`config.mk`:
```
export PLATFORM = sky130hd
export DESIGN_NAME = array_bst_insert_delete_unit_flat
export DESIGN_NICKNAME = d
export VERILOG_FILES = /design/src/rtl/abid_pkg.sv /design/src/rtl/abid_req_if.sv /design/src/rtl/abid_rsp_if.sv /design/src/rtl/abid_ram.sv /design/src/rtl/abid_engine.sv /design/src/rtl/array_bst_insert_delete_unit.sv /design/src/flat_wrapper.sv
export VERILOG_INCLUDE_DIRS = /design/src /design/src/rtl
export SDC_FILE = /design/constraint.sdc
export NUM_CORES = 2
export LEC_CHECK = 0
export BUFFER_PORTS_ARGS = -buffer_cell sky130_fd_sc_hd__clkbuf_2
export CAP_MARGIN = 10
export CORE_MARGIN = 1
export CORE_UTILIZATION = 35
export CTS_BUF_LIST = sky130_fd_sc_hd__clkbuf_8 sky130_fd_sc_hd__clkbuf_16
export CTS_CLUSTER_SIZE = 24
export DETAILED_ROUTE_END_ITERATION = 16
export SLEW_MARGIN = 20
export SYNTH_ARGS = -nofsm -noshare
export SYNTH_HDL_FRONTEND = slang
export SYNTH_SLANG_ARGS = --single-unit
```
`constraint.sdc`:
```
create_clock -name i_clk -period 8.06 [get_ports i_clk]
set_clock_uncertainty 0.05 [all_clocks]
set_input_delay 2.418 -clock i_clk [delete_from_list [all_inputs] [get_ports i_clk]]
set_output_delay 2.418 -clock i_clk [all_outputs]
set_load 0.05 [all_outputs]
```
`src/rtl/array_bst_insert_delete_unit_macros.svh`:
```
// Assertion macros for the array BST insert/delete unit.
// Included by the top level only; depends on nothing else.
`ifndef ARRAY_BST_INSERT_DELETE_UNIT_MACROS_SVH
`define ARRAY_BST_INSERT_DELETE_UNIT_MACROS_SVH

// Same-cycle implication, checked outside reset.
`define ABID_ASSERT_IMP(lbl, clk, rst_n, ante, cons, msg) \
    lbl: assert property (@(posedge clk) disable iff (!(rst_n)) (ante) |-> (cons)) \
        else $error(msg);

// Next-cycle implication, checked outside reset.
`define ABID_ASSERT_NXT(lbl, clk, rst_n, ante, cons, msg) \
    lbl: assert property (@(posedge clk) disable iff (!(rst_n)) (ante) |=> (cons)) \
        else $error(msg);

`endif

```
`src/rtl/abid_pkg.sv`:
```
// Shared types, constants and helpers for the array BST insert/delete unit.
// Used by the interfaces, the engine and the top level; depends on nothing.
`default_nettype none

package abid_pkg;

    // Tree geometry and key width.
    localparam int SLOTS        = 128;
    localparam int KEY_WIDTH    = 16;
    localparam int SLOT_W       = $clog2(SLOTS);
    localparam int IDX_W        = SLOT_W + 1;
    localparam int SLOT_FIELD_W = 7;
    localparam int STATUS_W     = 2;

    typedef enum logic [STATUS_W-1:0] {
        ST_DONE      = 2'd0,
        ST_OVERFLOW  = 2'd1,
        ST_NOT_FOUND = 2'd2
    } t_status;

    typedef enum logic {
        OP_INSERT = 1'b0,
        OP_DELETE = 1'b1
    } t_op;

    typedef logic [IDX_W-1:0]     t_idx;
    typedef logic [KEY_WIDTH-1:0] t_key;

    // Key memory access request from the engine.
    typedef struct packed {
        logic              we;
        logic [SLOT_W-1:0] waddr;
        t_key              wdata;
        logic              re;
        logic [SLOT_W-1:0] raddr;
    } t_mem_req;

    // Finished result offered by the engine to the output register.
    typedef struct packed {
        logic                    valid;
        t_status                 status;
        logic [SLOT_FIELD_W-1:0] slot;
    } t_result;

    // Left child of slot s.
    function automatic t_idx left_of(input t_idx s);
        return {s[IDX_W-2:0], 1'b0};
    endfunction

    // Right child of slot s.
    function automatic t_idx right_of(input t_idx s);
        return {s[IDX_W-2:0], 1'b1};
    endfunction

    // Slot number as reported on the result channel.
    function automatic logic [SLOT_FIELD_W-1:0] slot_field(input t_idx s);
        return SLOT_FIELD_W'(s);
    endfunction

endpackage

`default_nettype wire

```
`src/rtl/abid_req_if.sv`:
```
// Request channel interface: operation and key with a valid/ready handshake.
// Depends on abid_pkg.
`default_nettype none

interface abid_req_if import abid_pkg::*; ();

    logic                 valid;
    logic                 ready;
    logic                 op;
    logic [KEY_WIDTH-1:0] key;

    modport source (output valid, output op, output key, input ready);
    modport sink (input valid, input op, input key, output ready);

endinterface

`default_nettype wire

```
`src/rtl/abid_rsp_if.sv`:
```
// Response channel interface: status and slot with a valid/ready handshake.
// Depends on abid_pkg.
`default_nettype none

interface abid_rsp_if import abid_pkg::*; ();

    logic                    valid;
    logic                    ready;
    logic [STATUS_W-1:0]     status;
    logic [SLOT_FIELD_W-1:0] slot;

    modport source (output valid, output status, output slot, input ready);
    modport sink (input valid, input status, input slot, output ready);

endinterface

`default_nettype wire

```
`src/rtl/abid_ram.sv`:
```
// Generic simple dual-port RAM with one write port and a registered read port.
// Depends on nothing.
`default_nettype none

module abid_ram #(
    parameter int DEPTH = 128,
    parameter int WIDTH = 16
) (
    input  wire logic                     i_clk,
    input  wire logic                     i_we,
    input  wire logic [$clog2(DEPTH)-1:0] i_waddr,
    input  wire logic [WIDTH-1:0]         i_wdata,
    input  wire logic                     i_re,
    input  wire logic [$clog2(DEPTH)-1:0] i_raddr,
    output logic      [WIDTH-1:0]         o_rdata
);

    logic [WIDTH-1:0] r_mem [DEPTH];

    // Write port.
    always_ff @(posedge i_clk) begin
        if (i_we) begin
            r_mem[i_waddr] <= i_wdata;
        end
    end

    // Read port, registered.
    always_ff @(posedge i_clk) begin
        if (i_re) begin
            o_rdata <= r_mem[i_raddr];
        end
    end

endmodule

`default_nettype wire

```
`src/rtl/abid_engine.sv`:
```
// Tree walk and delete cascade sequencer with the per-slot valid bits.
// Depends on abid_pkg and abid_req_if; drives the key RAM through t_mem_req.
`default_nettype none

module abid_engine import abid_pkg::*; (
    input  wire logic i_clk,
    input  wire logic i_rst_n,
    abid_req_if.sink  i_req,
    input  wire t_key i_rdata,
    input  wire logic i_can_post,
    output t_mem_req  o_mem,
    output t_result   o_res
);

    typedef enum logic [2:0] {
        S_IDLE,
        S_WALK,
        S_CMP,
        S_CASC,
        S_SMIN,
        S_SMAX,
        S_MOVE,
        S_RESULT
    } t_state;

    t_state                  r_state, n_state;
    logic [SLOTS-1:0]        r_valid, n_valid;
    t_op                     r_op, n_op;
    t_key                    r_key, n_key;
    t_idx                    r_cur, n_cur;
    t_idx                    r_src, n_src;
    t_idx                    r_found, n_found;
    t_status                 r_status, n_status;
    logic [SLOT_FIELD_W-1:0] r_slot, n_slot;

    // A slot holds a key when it lies inside the array and is marked valid.
    function automatic logic occ(input t_idx s, input logic [SLOTS-1:0] v);
        return (s < t_idx'(SLOTS)) && v[s[SLOT_W-1:0]];
    endfunction

    assign i_req.ready  = (r_state == S_IDLE);
    assign o_res.valid  = (r_state == S_RESULT);
    assign o_res.status = r_status;
    assign o_res.slot   = r_slot;

    // Next state, valid bit updates and key RAM requests.
    always_comb begin
        n_state  = r_state;
        n_valid  = r_valid;
        n_op     = r_op;
        n_key    = r_key;
        n_cur    = r_cur;
        n_src    = r_src;
        n_found  = r_found;
        n_status = r_status;
        n_slot   = r_slot;
        o_mem    = '0;

        unique case (r_state)
            S_IDLE: begin
                if (i_req.valid) begin
                    n_op    = t_op'(i_req.op);
                    n_key   = i_req.key;
                    n_cur   = t_idx'(1);
                    n_state = S_WALK;
                end
            end

            // Look at the current slot; fetch its key if the walk goes on.
            S_WALK: begin
                if (r_op == OP_INSERT) begin
                    if (r_cur >= t_idx'(SLOTS)) begin
                        n_status = ST_OVERFLOW;
                        n_slot   = '0;
                        n_state  = S_RESULT;
                    end else if (!r_valid[r_cur[SLOT_W-1:0]]) begin
                        o_mem.we                   = 1'b1;
                        o_mem.waddr                = r_cur[SLOT_W-1:0];
                        o_mem.wdata                = r_key;
                        n_valid[r_cur[SLOT_W-1:0]] = 1'b1;
                        n_status                   = ST_DONE;
                        n_slot                     = slot_field(r_cur);
                        n_state                    = S_RESULT;
                    end else begin
                        o_mem.re    = 1'b1;
                        o_mem.raddr = r_cur[SLOT_W-1:0];
                        n_state     = S_CMP;
                    end
                end else begin
                    if (!occ(r_cur, r_valid)) begin
                        n_status = ST_NOT_FOUND;
                        n_slot   = '0;
                        n_state  = S_RESULT;
                    end else begin
                        o_mem.re    = 1'b1;
                        o_mem.raddr = r_cur[SLOT_W-1:0];
                        n_state     = S_CMP;
                    end
                end
            end

            // Compare with the stored key; equal keys go right.
            S_CMP: begin
                if ((r_op == OP_DELETE) && (i_rdata == r_key)) begin
                    n_found = r_cur;
                    n_state = S_CASC;
                end else begin
                    n_cur   = (r_key < i_rdata) ? left_of(r_cur) : right_of(r_cur);
                    n_state = S_WALK;
                end
            end

            // Choose the replacement source, or free the slot if it is a leaf.
            S_CASC: begin
                if (occ(right_of(r_cur), r_valid)) begin
                    n_src   = right_of(r_cur);
                    n_state = S_SMIN;
                end else if (occ(left_of(r_cur), r_valid)) begin
                    n_src   = left_of(r_cur);
                    n_state = S_SMAX;
                end else begin
                    n_valid[r_cur[SLOT_W-1:0]] = 1'b0;
                    n_status                   = ST_DONE;
                    n_slot                     = slot_field(r_found);
                    n_state                    = S_RESULT;
                end
            end

            // Descend to the leftmost slot of the right subtree.
            S_SMIN: begin
                if (occ(left_of(r_src), r_valid)) begin
                    n_src = left_of(r_src);
                end else begin
                    o_mem.re    = 1'b1;
                    o_mem.raddr = r_src[SLOT_W-1:0];
                    n_state     = S_MOVE;
                end
            end

            // Descend to the rightmost slot of the left subtree.
            S_SMAX: begin
                if (occ(right_of(r_src), r_valid)) begin
                    n_src = right_of(r_src);
                end else begin
                    o_mem.re    = 1'b1;
                    o_mem.raddr = r_src[SLOT_W-1:0];
                    n_state     = S_MOVE;
                end
            end

            // Copy the source key up and continue the cascade at the source.
            S_MOVE: begin
                o_mem.we    = 1'b1;
                o_mem.waddr = r_cur[SLOT_W-1:0];
                o_mem.wdata = i_rdata;
                n_cur       = r_src;
                n_state     = S_CASC;
            end

            S_RESULT: begin
                if (i_can_post) begin
                    n_state = S_IDLE;
                end
            end

            default: begin
                n_state = S_IDLE;
            end
        endcase
    end

    // State, valid bits and registered result.
    always_ff @(posedge i_clk) begin
        r_op     <= n_op;
        r_key    <= n_key;
        r_cur    <= n_cur;
        r_src    <= n_src;
        r_found  <= n_found;
        r_status <= n_status;
        r_slot   <= n_slot;
        if (!i_rst_n) begin
            r_state <= S_IDLE;
            r_valid <= '0;
        end else begin
            r_state <= n_state;
            r_valid <= n_valid;
        end
    end

endmodule

`default_nettype wire

```
`src/rtl/array_bst_insert_delete_unit.sv`:
```
// Array BST insert/delete unit: a binary search tree held in a slot array
// (root at slot 1, children of slot i at 2i and 2i+1).
// Requests arrive on i_req (op: 0 insert, 1 delete; key) and each one yields
// exactly one response on o_rsp (status: 0 done, 1 overflow, 2 not found;
// slot written by insert or slot where delete found the key, 0 on failure).
// Both channels use valid/ready; a request or response moves on a clock edge
// where both are high. One request is worked on at a time.
// Keys live in a RAM with a registered read port; the valid bit of each
// slot sits in flip-flops. Each tree level visited is a RAM read then a
// compare. An insert walks down to the first free slot on its path (root is
// level 0) and writes its key there; an insert that runs past the deepest
// level, 6, reports an overflow. A delete first finds the key, then for every
// cascade step picks a side, descends through the successor search and moves
// the key up; at last it frees the leaf and posts the response.
// A new request is taken in the cycle after the previous response is handed
// to the output register, so a stalled receiver holds at most one response
// there while the next request is processed.
// Reset (synchronous, active low) empties the tree at once; no clearing pass.
`default_nettype none

`include "array_bst_insert_delete_unit_macros.svh"

module array_bst_insert_delete_unit import abid_pkg::*; (
    input  wire logic  i_clk,
    input  wire logic  i_rst_n,
    abid_req_if.sink   i_req,
    abid_rsp_if.source o_rsp
);

    t_mem_req                w_mem;
    t_result                 w_res;
    t_key                    w_rdata;
    logic                    w_can_post;
    logic                    w_req_take;
    logic                    w_res_post;
    logic                    w_res_fail;
    logic                    r_out_valid;
    logic [STATUS_W-1:0]     r_out_status;
    logic [SLOT_FIELD_W-1:0] r_out_slot;

    // Tree walk and delete cascade.
    abid_engine u_engine (
        .i_clk      (i_clk),
        .i_rst_n    (i_rst_n),
        .i_req      (i_req),
        .i_rdata    (w_rdata),
        .i_can_post (w_can_post),
        .o_mem      (w_mem),
        .o_res      (w_res)
    );

    // Key storage.
    abid_ram #(
        .DEPTH (SLOTS),
        .WIDTH (KEY_WIDTH)
    ) u_key_ram (
        .i_clk   (i_clk),
        .i_we    (w_mem.we),
        .i_waddr (w_mem.waddr),
        .i_wdata (w_mem.wdata),
        .i_re    (w_mem.re),
        .i_raddr (w_mem.raddr),
        .o_rdata (w_rdata)
    );

    // Output register: takes a result when empty or being drained.
    assign w_can_post = !r_out_valid || o_rsp.ready;

    always_ff @(posedge i_clk) begin
        if (w_res.valid && w_can_post) begin
            r_out_status <= w_res.status;
            r_out_slot   <= w_res.slot;
        end
        if (!i_rst_n) begin
            r_out_valid <= 1'b0;
        end else if (w_res.valid && w_can_post) begin
            r_out_valid <= 1'b1;
        end else if (o_rsp.ready) begin
            r_out_valid <= 1'b0;
        end
    end

    assign o_rsp.valid  = r_out_valid;
    assign o_rsp.status = r_out_status;
    assign o_rsp.slot   = r_out_slot;

    // Handshake and result conditions watched by the checks below.
    assign w_req_take = i_req.valid && i_req.ready;
    assign w_res_post = w_res.valid && w_can_post;
    assign w_res_fail = w_res.valid && (w_res.status != ST_DONE);

    // Only one request is in flight: the unit goes busy right after accepting.
    `ABID_ASSERT_NXT(a_busy_after_accept, i_clk, i_rst_n, w_req_take, !i_req.ready, "request taken while busy")

    // A result handed over always lands in the output register.
    `ABID_ASSERT_NXT(a_result_lands, i_clk, i_rst_n, w_res_post, r_out_valid, "result lost")

    // A failed operation reports slot zero.
    `ABID_ASSERT_IMP(a_fail_slot_zero, i_clk, i_rst_n, w_res_fail, w_res.slot == '0, "bad fail slot")

endmodule

`default_nettype wire

```
`src/flat_wrapper.sv`:
```
// flat-port wrapper written by rule: the top's interface ports become plain ports
module array_bst_insert_delete_unit_flat import abid_pkg::*;
  (i_clk, i_rst_n, i_req_valid, i_req_op, i_req_key, i_req_ready, o_rsp_valid, o_rsp_status, o_rsp_slot, o_rsp_ready);
  abid_req_if i_req_i ();
  abid_rsp_if o_rsp_i ();
  input  wire logic i_clk;
  input  wire logic i_rst_n;
  input wire logic [$bits(i_req_i.valid)-1:0] i_req_valid;
  input wire logic [$bits(i_req_i.op)-1:0] i_req_op;
  input wire logic [$bits(i_req_i.key)-1:0] i_req_key;
  output wire logic [$bits(i_req_i.ready)-1:0] i_req_ready;
  output wire logic [$bits(o_rsp_i.valid)-1:0] o_rsp_valid;
  output wire logic [$bits(o_rsp_i.status)-1:0] o_rsp_status;
  output wire logic [$bits(o_rsp_i.slot)-1:0] o_rsp_slot;
  input wire logic [$bits(o_rsp_i.ready)-1:0] o_rsp_ready;
  assign i_req_i.valid = i_req_valid;
  assign i_req_i.op = i_req_op;
  assign i_req_i.key = i_req_key;
  assign i_req_ready = i_req_i.ready;
  assign o_rsp_valid = o_rsp_i.valid;
  assign o_rsp_status = o_rsp_i.status;
  assign o_rsp_slot = o_rsp_i.slot;
  assign o_rsp_i.ready = o_rsp_ready;
  array_bst_insert_delete_unit u_core (.i_clk(i_clk), .i_rst_n(i_rst_n), .i_req(i_req_i), .o_rsp(o_rsp_i));
endmodule
```
==> metrics.txt <==
# TYPE chip_impl_metric gauge
chip_impl_metric{name="placed_cell_area",unit="sq um"} 99400
chip_impl_info{name="cts_tree",value="done"} 1
chip_impl_metric{name="xor_xnor_portion_of_the_synthesized_cell_area",unit="%"} 0
chip_impl_info{name="grt_setup_unrepaired",value="no"} 1
chip_impl_metric{name="tritoncts_num_sinks",unit=""} 2254
chip_impl_info{name="path_delay_family",value="compound AO/OA/AOI/OAI gates"} 1
chip_impl_metric{name="synth_fa_ha_area_share",unit="%"} 0.214
chip_impl_metric{name="crit_arrival",unit="ns"} 7.61
chip_impl_metric{name="cts_inserted_buffers",unit=""} 222
chip_impl_metric{name="synth.net_count",unit=""} 7061
chip_impl_metric{name="clock_slew_seen_by_the_registers_of_the_worst_setup_and_hold_paths",unit="ns"} 0.07
chip_impl_metric{name="cts_hold_repair.buffers",unit=""} 0
chip_impl_metric{name="drt-wirelength-per-cell",unit="um"} 27.3
chip_impl_metric{name="total_detailed_routing_wirelength",unit="mm"} 296
chip_impl_metric{name="start_util",unit="%"} 35.3
chip_impl_metric{name="cp_max_fo",unit=""} 40
chip_impl_metric{name="die_area",unit="sq um"} 270000
chip_impl_metric{name="grt_use_met2",unit="%"} 33.0
chip_impl_metric{name="swShare",unit="%"} 37.5
chip_impl_metric{name="clock_tree.htree_level_count",unit=""} 4
chip_impl_metric{name="chipWidth",unit="um"} 520
chip_impl_metric{name="ys_types",unit=""} 88
chip_impl_info{name="run_status",value="complete, no violations"} 1
chip_impl_metric{name="maxCapViolations",unit=""} 0
chip_impl_metric{name="max-vdd-ir-drop",unit="V"} 0.000233
chip_impl_metric{name="area_growth",unit="%"} 13.6
chip_impl_info{name="synth_top_family_by_area",value="simple AND/OR/NAND/NOR gates"} 1
chip_impl_metric{name="setup_ws",unit="ns"} 1.12
chip_impl_metric{name="synth_seq_area_share",unit="%"} 70.8
chip_impl_metric{name="hold_viol_final",unit=""} 0
chip_impl_metric{name="fin_crit_sh",unit="%"} 86.1
chip_impl_metric{name="cts-resized-gates",unit=""} 0
chip_impl_metric{name="wire_length_of_the_first_global_routing_pass",unit="mm"} 424
chip_impl_metric{name="power_density",unit="nW/um^2"} 345
chip_impl_metric{name="grt_max_degree",unit=""} 109
chip_impl_metric{name="cts_post_setup_buffers_inserted",unit=""} 0
chip_impl_metric{name="muxShareOfSynthArea",unit="%"} 5.17
chip_impl_metric{name="dp_worst_setup_slack",unit="ns"} 1.27
chip_impl_metric{name="hold-worst-slack",unit="ns"} 0.387
chip_impl_info{name="critical_path.cell_chain",value="buf_12 -> nor2_1 -> a221oi_1 -> o221ai_1 -> nor4bb_1 -> nor4_2 -> a211oi_2 -> buf_4 -> a22o_2 -> buf_4 -> nor2_1 -> buf_4 -> o21ai_0 -> nor3_1 -> or4_1 -> o41ai_2 -> o32a_1"} 1
chip_impl_info{name="cell_repeated_most_along_the_worst_path",value="sky130_fd_sc_hd__buf_4"} 1
chip_impl_metric{name="p_int",unit="W"} 0.0229
chip_impl_metric{name="use_met1",unit="%"} 29.7
chip_impl_metric{name="synthSimpleGateAreaFrac",unit="%"} 12.8
chip_impl_metric{name="grt_use_total",unit="%"} 21.4
chip_impl_info{name="critical_path_class",value="flop to flop"} 1
chip_impl_metric{name="power_total",unit="W"} 0.0367
chip_impl_metric{name="synth_top_area_share",unit="%"} 68.0
chip_impl_metric{name="gp_congestion",unit=""} 0.939
chip_impl_info{name="synthTopCellsByCount",value="2122 x sky130_fd_sc_hd__edfxtp_1, 1657 x sky130_fd_sc_hd__nand2_1, 589 x sky130_fd_sc_hd__nand3_1, 358 x sky130_fd_sc_hd__mux2i_1, 291 x sky130_fd_sc_hd__nor2_1"} 1
chip_impl_info{name="top_area_cells_in_the_synthesized_netlist",value="sky130_fd_sc_hd__edfxtp_1 68%, sky130_fd_sc_hd__nand2_1 6.6%, sky130_fd_sc_hd__mux2i_1 3.8%"} 1
chip_impl_info{name="type_of_destination_of_the_critical_path",value="flop"} 1
chip_impl_metric{name="final_period_minus_worst_setup_slack",unit="ns"} 6.94
chip_impl_info{name="yosysTopAreaCell",value="sky130_fd_sc_hd__edfxtp_1"} 1
chip_impl_metric{name="drcViolationCount",unit=""} 0
chip_impl_metric{name="final_antenna_net_count",unit=""} 0
chip_impl_metric{name="dp_hpwl",unit="mm"} 181
chip_impl_info{name="yosys_most_used_dff",value="sky130_fd_sc_hd__edfxtp_1"} 1
chip_impl_metric{name="drtPass1Iterations",unit=""} 6
chip_impl_metric{name="ctsLongestPathBuffers",unit=""} 3
chip_impl_metric{name="power_frac_seq",unit="%"} 38.5
chip_impl_metric{name="port_buffers",unit=""} 31
chip_impl_info{name="grt_busiest_layer",value="met2"} 1
chip_impl_metric{name="timing_worst_slew_pin_value",unit="ns"} 1.23
chip_impl_metric{name="max_freq",unit="GHz"} 0.144
chip_impl_metric{name="slew_violations",unit=""} 0
chip_impl_metric{name="leakagePower",unit="nW"} 36.7
chip_impl_info{name="setup.worst_path.start_class",value="flop"} 1
chip_impl_metric{name="timing.final.setup_violations",unit=""} 0
chip_impl_metric{name="ys_warn_count",unit=""} 0
chip_impl_info{name="crit_slowest_cell",value="sky130_fd_sc_hd__o41ai_2"} 1
chip_impl_metric{name="globalRouteMet3Util",unit="%"} 4.30
chip_impl_metric{name="complex_gate_fraction_of_the_synthesized_area",unit="%"} 8.22
chip_impl_metric{name="syn-instance-count",unit=""} 7024
chip_impl_info{name="min_path_type",value="flop to flop"} 1
chip_impl_metric{name="ys_async_rst_share",unit="%"} 0
chip_impl_metric{name="dieHeight",unit="um"} 520
chip_impl_metric{name="post_route_cells_drive_above_1_share",unit="%"} 13.5
chip_impl_metric{name="synth.cell_area",unit="sq um"} 93800
chip_impl_metric{name="initial_antenna_violation_count",unit=""} 10
chip_impl_metric{name="core_area",unit="sq um"} 266000
chip_impl_metric{name="p_clk_share",unit="%"} 27.7
chip_impl_metric{name="synth_enable_flop_cells",unit=""} 2122
chip_impl_metric{name="drt_first_iter_violations",unit=""} 8554
chip_impl_metric{name="clk-insertion-delay-late",unit="ns"} 0.87
chip_impl_info{name="most_repeated_cell_in_the_gate_level_netlist_after_synthesis",value="sky130_fd_sc_hd__edfxtp_1"} 1
chip_impl_metric{name="row_count",unit=""} 189
chip_impl_metric{name="vias",unit=""} 62000
chip_impl_metric{name="layout.cell_area.non_filler",unit="sq um"} 106000
chip_impl_metric{name="p_comb_share",unit="%"} 33.8
chip_impl_metric{name="critical_path_required",unit="ns"} 8.73
chip_impl_metric{name="setup_total_neg_slack",unit="ns"} 0
chip_impl_metric{name="ys_ff_latch",unit=""} 2254
chip_impl_metric{name="cp_max_stage_delay",unit="ns"} 0.93
chip_impl_metric{name="synth.avg_cell_area",unit="sq um"} 13.3
chip_impl_metric{name="grt_pass1_vias",unit=""} 58500
chip_impl_metric{name="layout.nets",unit=""} 7167
chip_impl_metric{name="worst-path-buf-inv",unit=""} 4
chip_impl_info{name="cts_root_buf",value="sky130_fd_sc_hd__clkbuf_16"} 1
chip_impl_metric{name="relSlewSlack",unit="%"} 17.7
chip_impl_metric{name="floorplan.io_pins",unit=""} 32
chip_impl_metric{name="p_sw",unit="W"} 0.0138
chip_impl_metric{name="routed_via_density",unit=""} 5.71
chip_impl_metric{name="final_global_route_overflow_total",unit=""} 0
cell type report:
cell class | count | area, sq um
repair buffers | 394 | 3410
well taps | 3533 | 4420
clock inverters | 181 | 1350
multi-input cells | 4234 | 25100
flip-flops and latches | 2254 | 66400
diodes | 4 | 10.0
clock buffers | 231 | 5740
fillers | 24600 | 159000
inverters | 24 | 90.1
metal layers:
metal  up-vias  routed length (um)
met5         -                  28
met4         4               11700
met3       555               28700
met2      3328              134000
met1     31400              122000
li1      26700                   -
per-stage QoR:
stage	utilization [%]	cells
floorplan	-	7024
global placement	37.4	10400
detailed placement	37.4	10400
CTS	40.0	10900
global route	40.1	10900
finish	40.1	10900
flip-flops by register name, summed over array words and instances, names as in the netlist, named ones only:
register                  count
u_core.u_engine.r_op          1
u_core.u_key_ram.r_mem     2048
u_core.u_engine.r_key        16
u_core.u_engine.r_src         8
u_core.u_engine.r_slot        7
u_core.o_rsp.valid            1
u_core.o_rsp.slot             7
u_core.u_key_ram.o_rdata     16
u_core.u_engine.r_status      2
u_core.u_engine.r_state       3
u_core.u_engine.r_found       7
u_core.u_engine.r_cur         8
u_core.o_rsp.status           2
path summary, 6_finish.rpt:
path                                             from                                      to  slack (ns)  depth (start not counted)
setup reg to reg   u_core.u_engine.r_cur[1]$_DFFE_PP_  u_core.u_key_ram.o_rdata[15]$_DFFE_PP_        1.12                         17
hold reg to reg   u_core.u_engine.r_slot[1]$_DFFE_PP_          u_core.o_rsp.slot[1]$_DFFE_PP_        0.39                          0
setup / recovery   u_core.u_engine.r_cur[1]$_DFFE_PP_  u_core.u_key_ram.o_rdata[15]$_DFFE_PP_        1.12                         17
hold / removal    u_core.u_engine.r_slot[1]$_DFFE_PP_          u_core.o_rsp.slot[1]$_DFFE_PP_        0.39                          0
power by group through the flow:
stage          registers [W]  clock network [W]  logic, W
2_1_floorplan         0.0142                  0   0.00740
3_3_place_gp          0.0144                  0    0.0121
3_5_place_dp          0.0144                  0    0.0122
4_1_cts               0.0141             0.0103    0.0122
5_1_grt               0.0141             0.0107    0.0130
6_report              0.0141             0.0102    0.0124
layout by cell type, fill, tap and decap left out, drive strengths merged, types with 13 or more instances in the layout:
cell type	Yosys	routed
a2111oi	16	16
a211oi	54	54
a21boi	13	13
a21oi	153	153
a221oi	35	35
a22o	34	34
a22oi	83	83
a311oi	112	112
a31oi	92	92
a32oi	19	19
and3	112	112
buf	317	364
bufinv	0	18
clkbuf	195	261
clkinv	0	97
dfxtp	132	132
edfxtp	2122	2122
ha	16	16
inv	24	88
mux2	32	32
mux2i	358	358
mux4	40	40
nand2	1661	1661
nand3	589	589
nand4	23	23
nor2	294	294
nor2b	20	20
nor3	50	50
o211ai	29	29
o21a	51	51
o21ai	56	56
o221a	129	129
o22a	15	15
o22ai	23	23
worst reg2reg max path, cell delays in order (launching register included):
cell and delay (ns):
sky130_fd_sc_hd__edfxtp_1 0.61, sky130_fd_sc_hd__buf_12 0.28, sky130_fd_sc_hd__nor2_1 0.45, sky130_fd_sc_hd__a221oi_1 0.16
sky130_fd_sc_hd__o221ai_1 0.22, sky130_fd_sc_hd__nor4bb_1 0.45, sky130_fd_sc_hd__nor4_2 0.20, sky130_fd_sc_hd__a211oi_2 0.73
sky130_fd_sc_hd__buf_4 0.27, sky130_fd_sc_hd__a22o_2 0.60, sky130_fd_sc_hd__buf_4 0.44, sky130_fd_sc_hd__nor2_1 0.10
sky130_fd_sc_hd__buf_4 0.28, sky130_fd_sc_hd__o21ai_0 0.17, sky130_fd_sc_hd__nor3_1 0.16, sky130_fd_sc_hd__or4_1 0.43
sky130_fd_sc_hd__o41ai_2 0.93, sky130_fd_sc_hd__o32a_1 0.27
cells by family (layout without fill, tap and decap cells):
logic type / Yosys count / count (layout)
simple gates: 2805 / 2805
flops: 2254 / 2254
compound gates: 983 / 983
buf+inv: 536 / 830
mux: 430 / 430
fa+ha+maj: 16 / 16
other cells: 0 / 4
(Power assumes the default switching activity.)
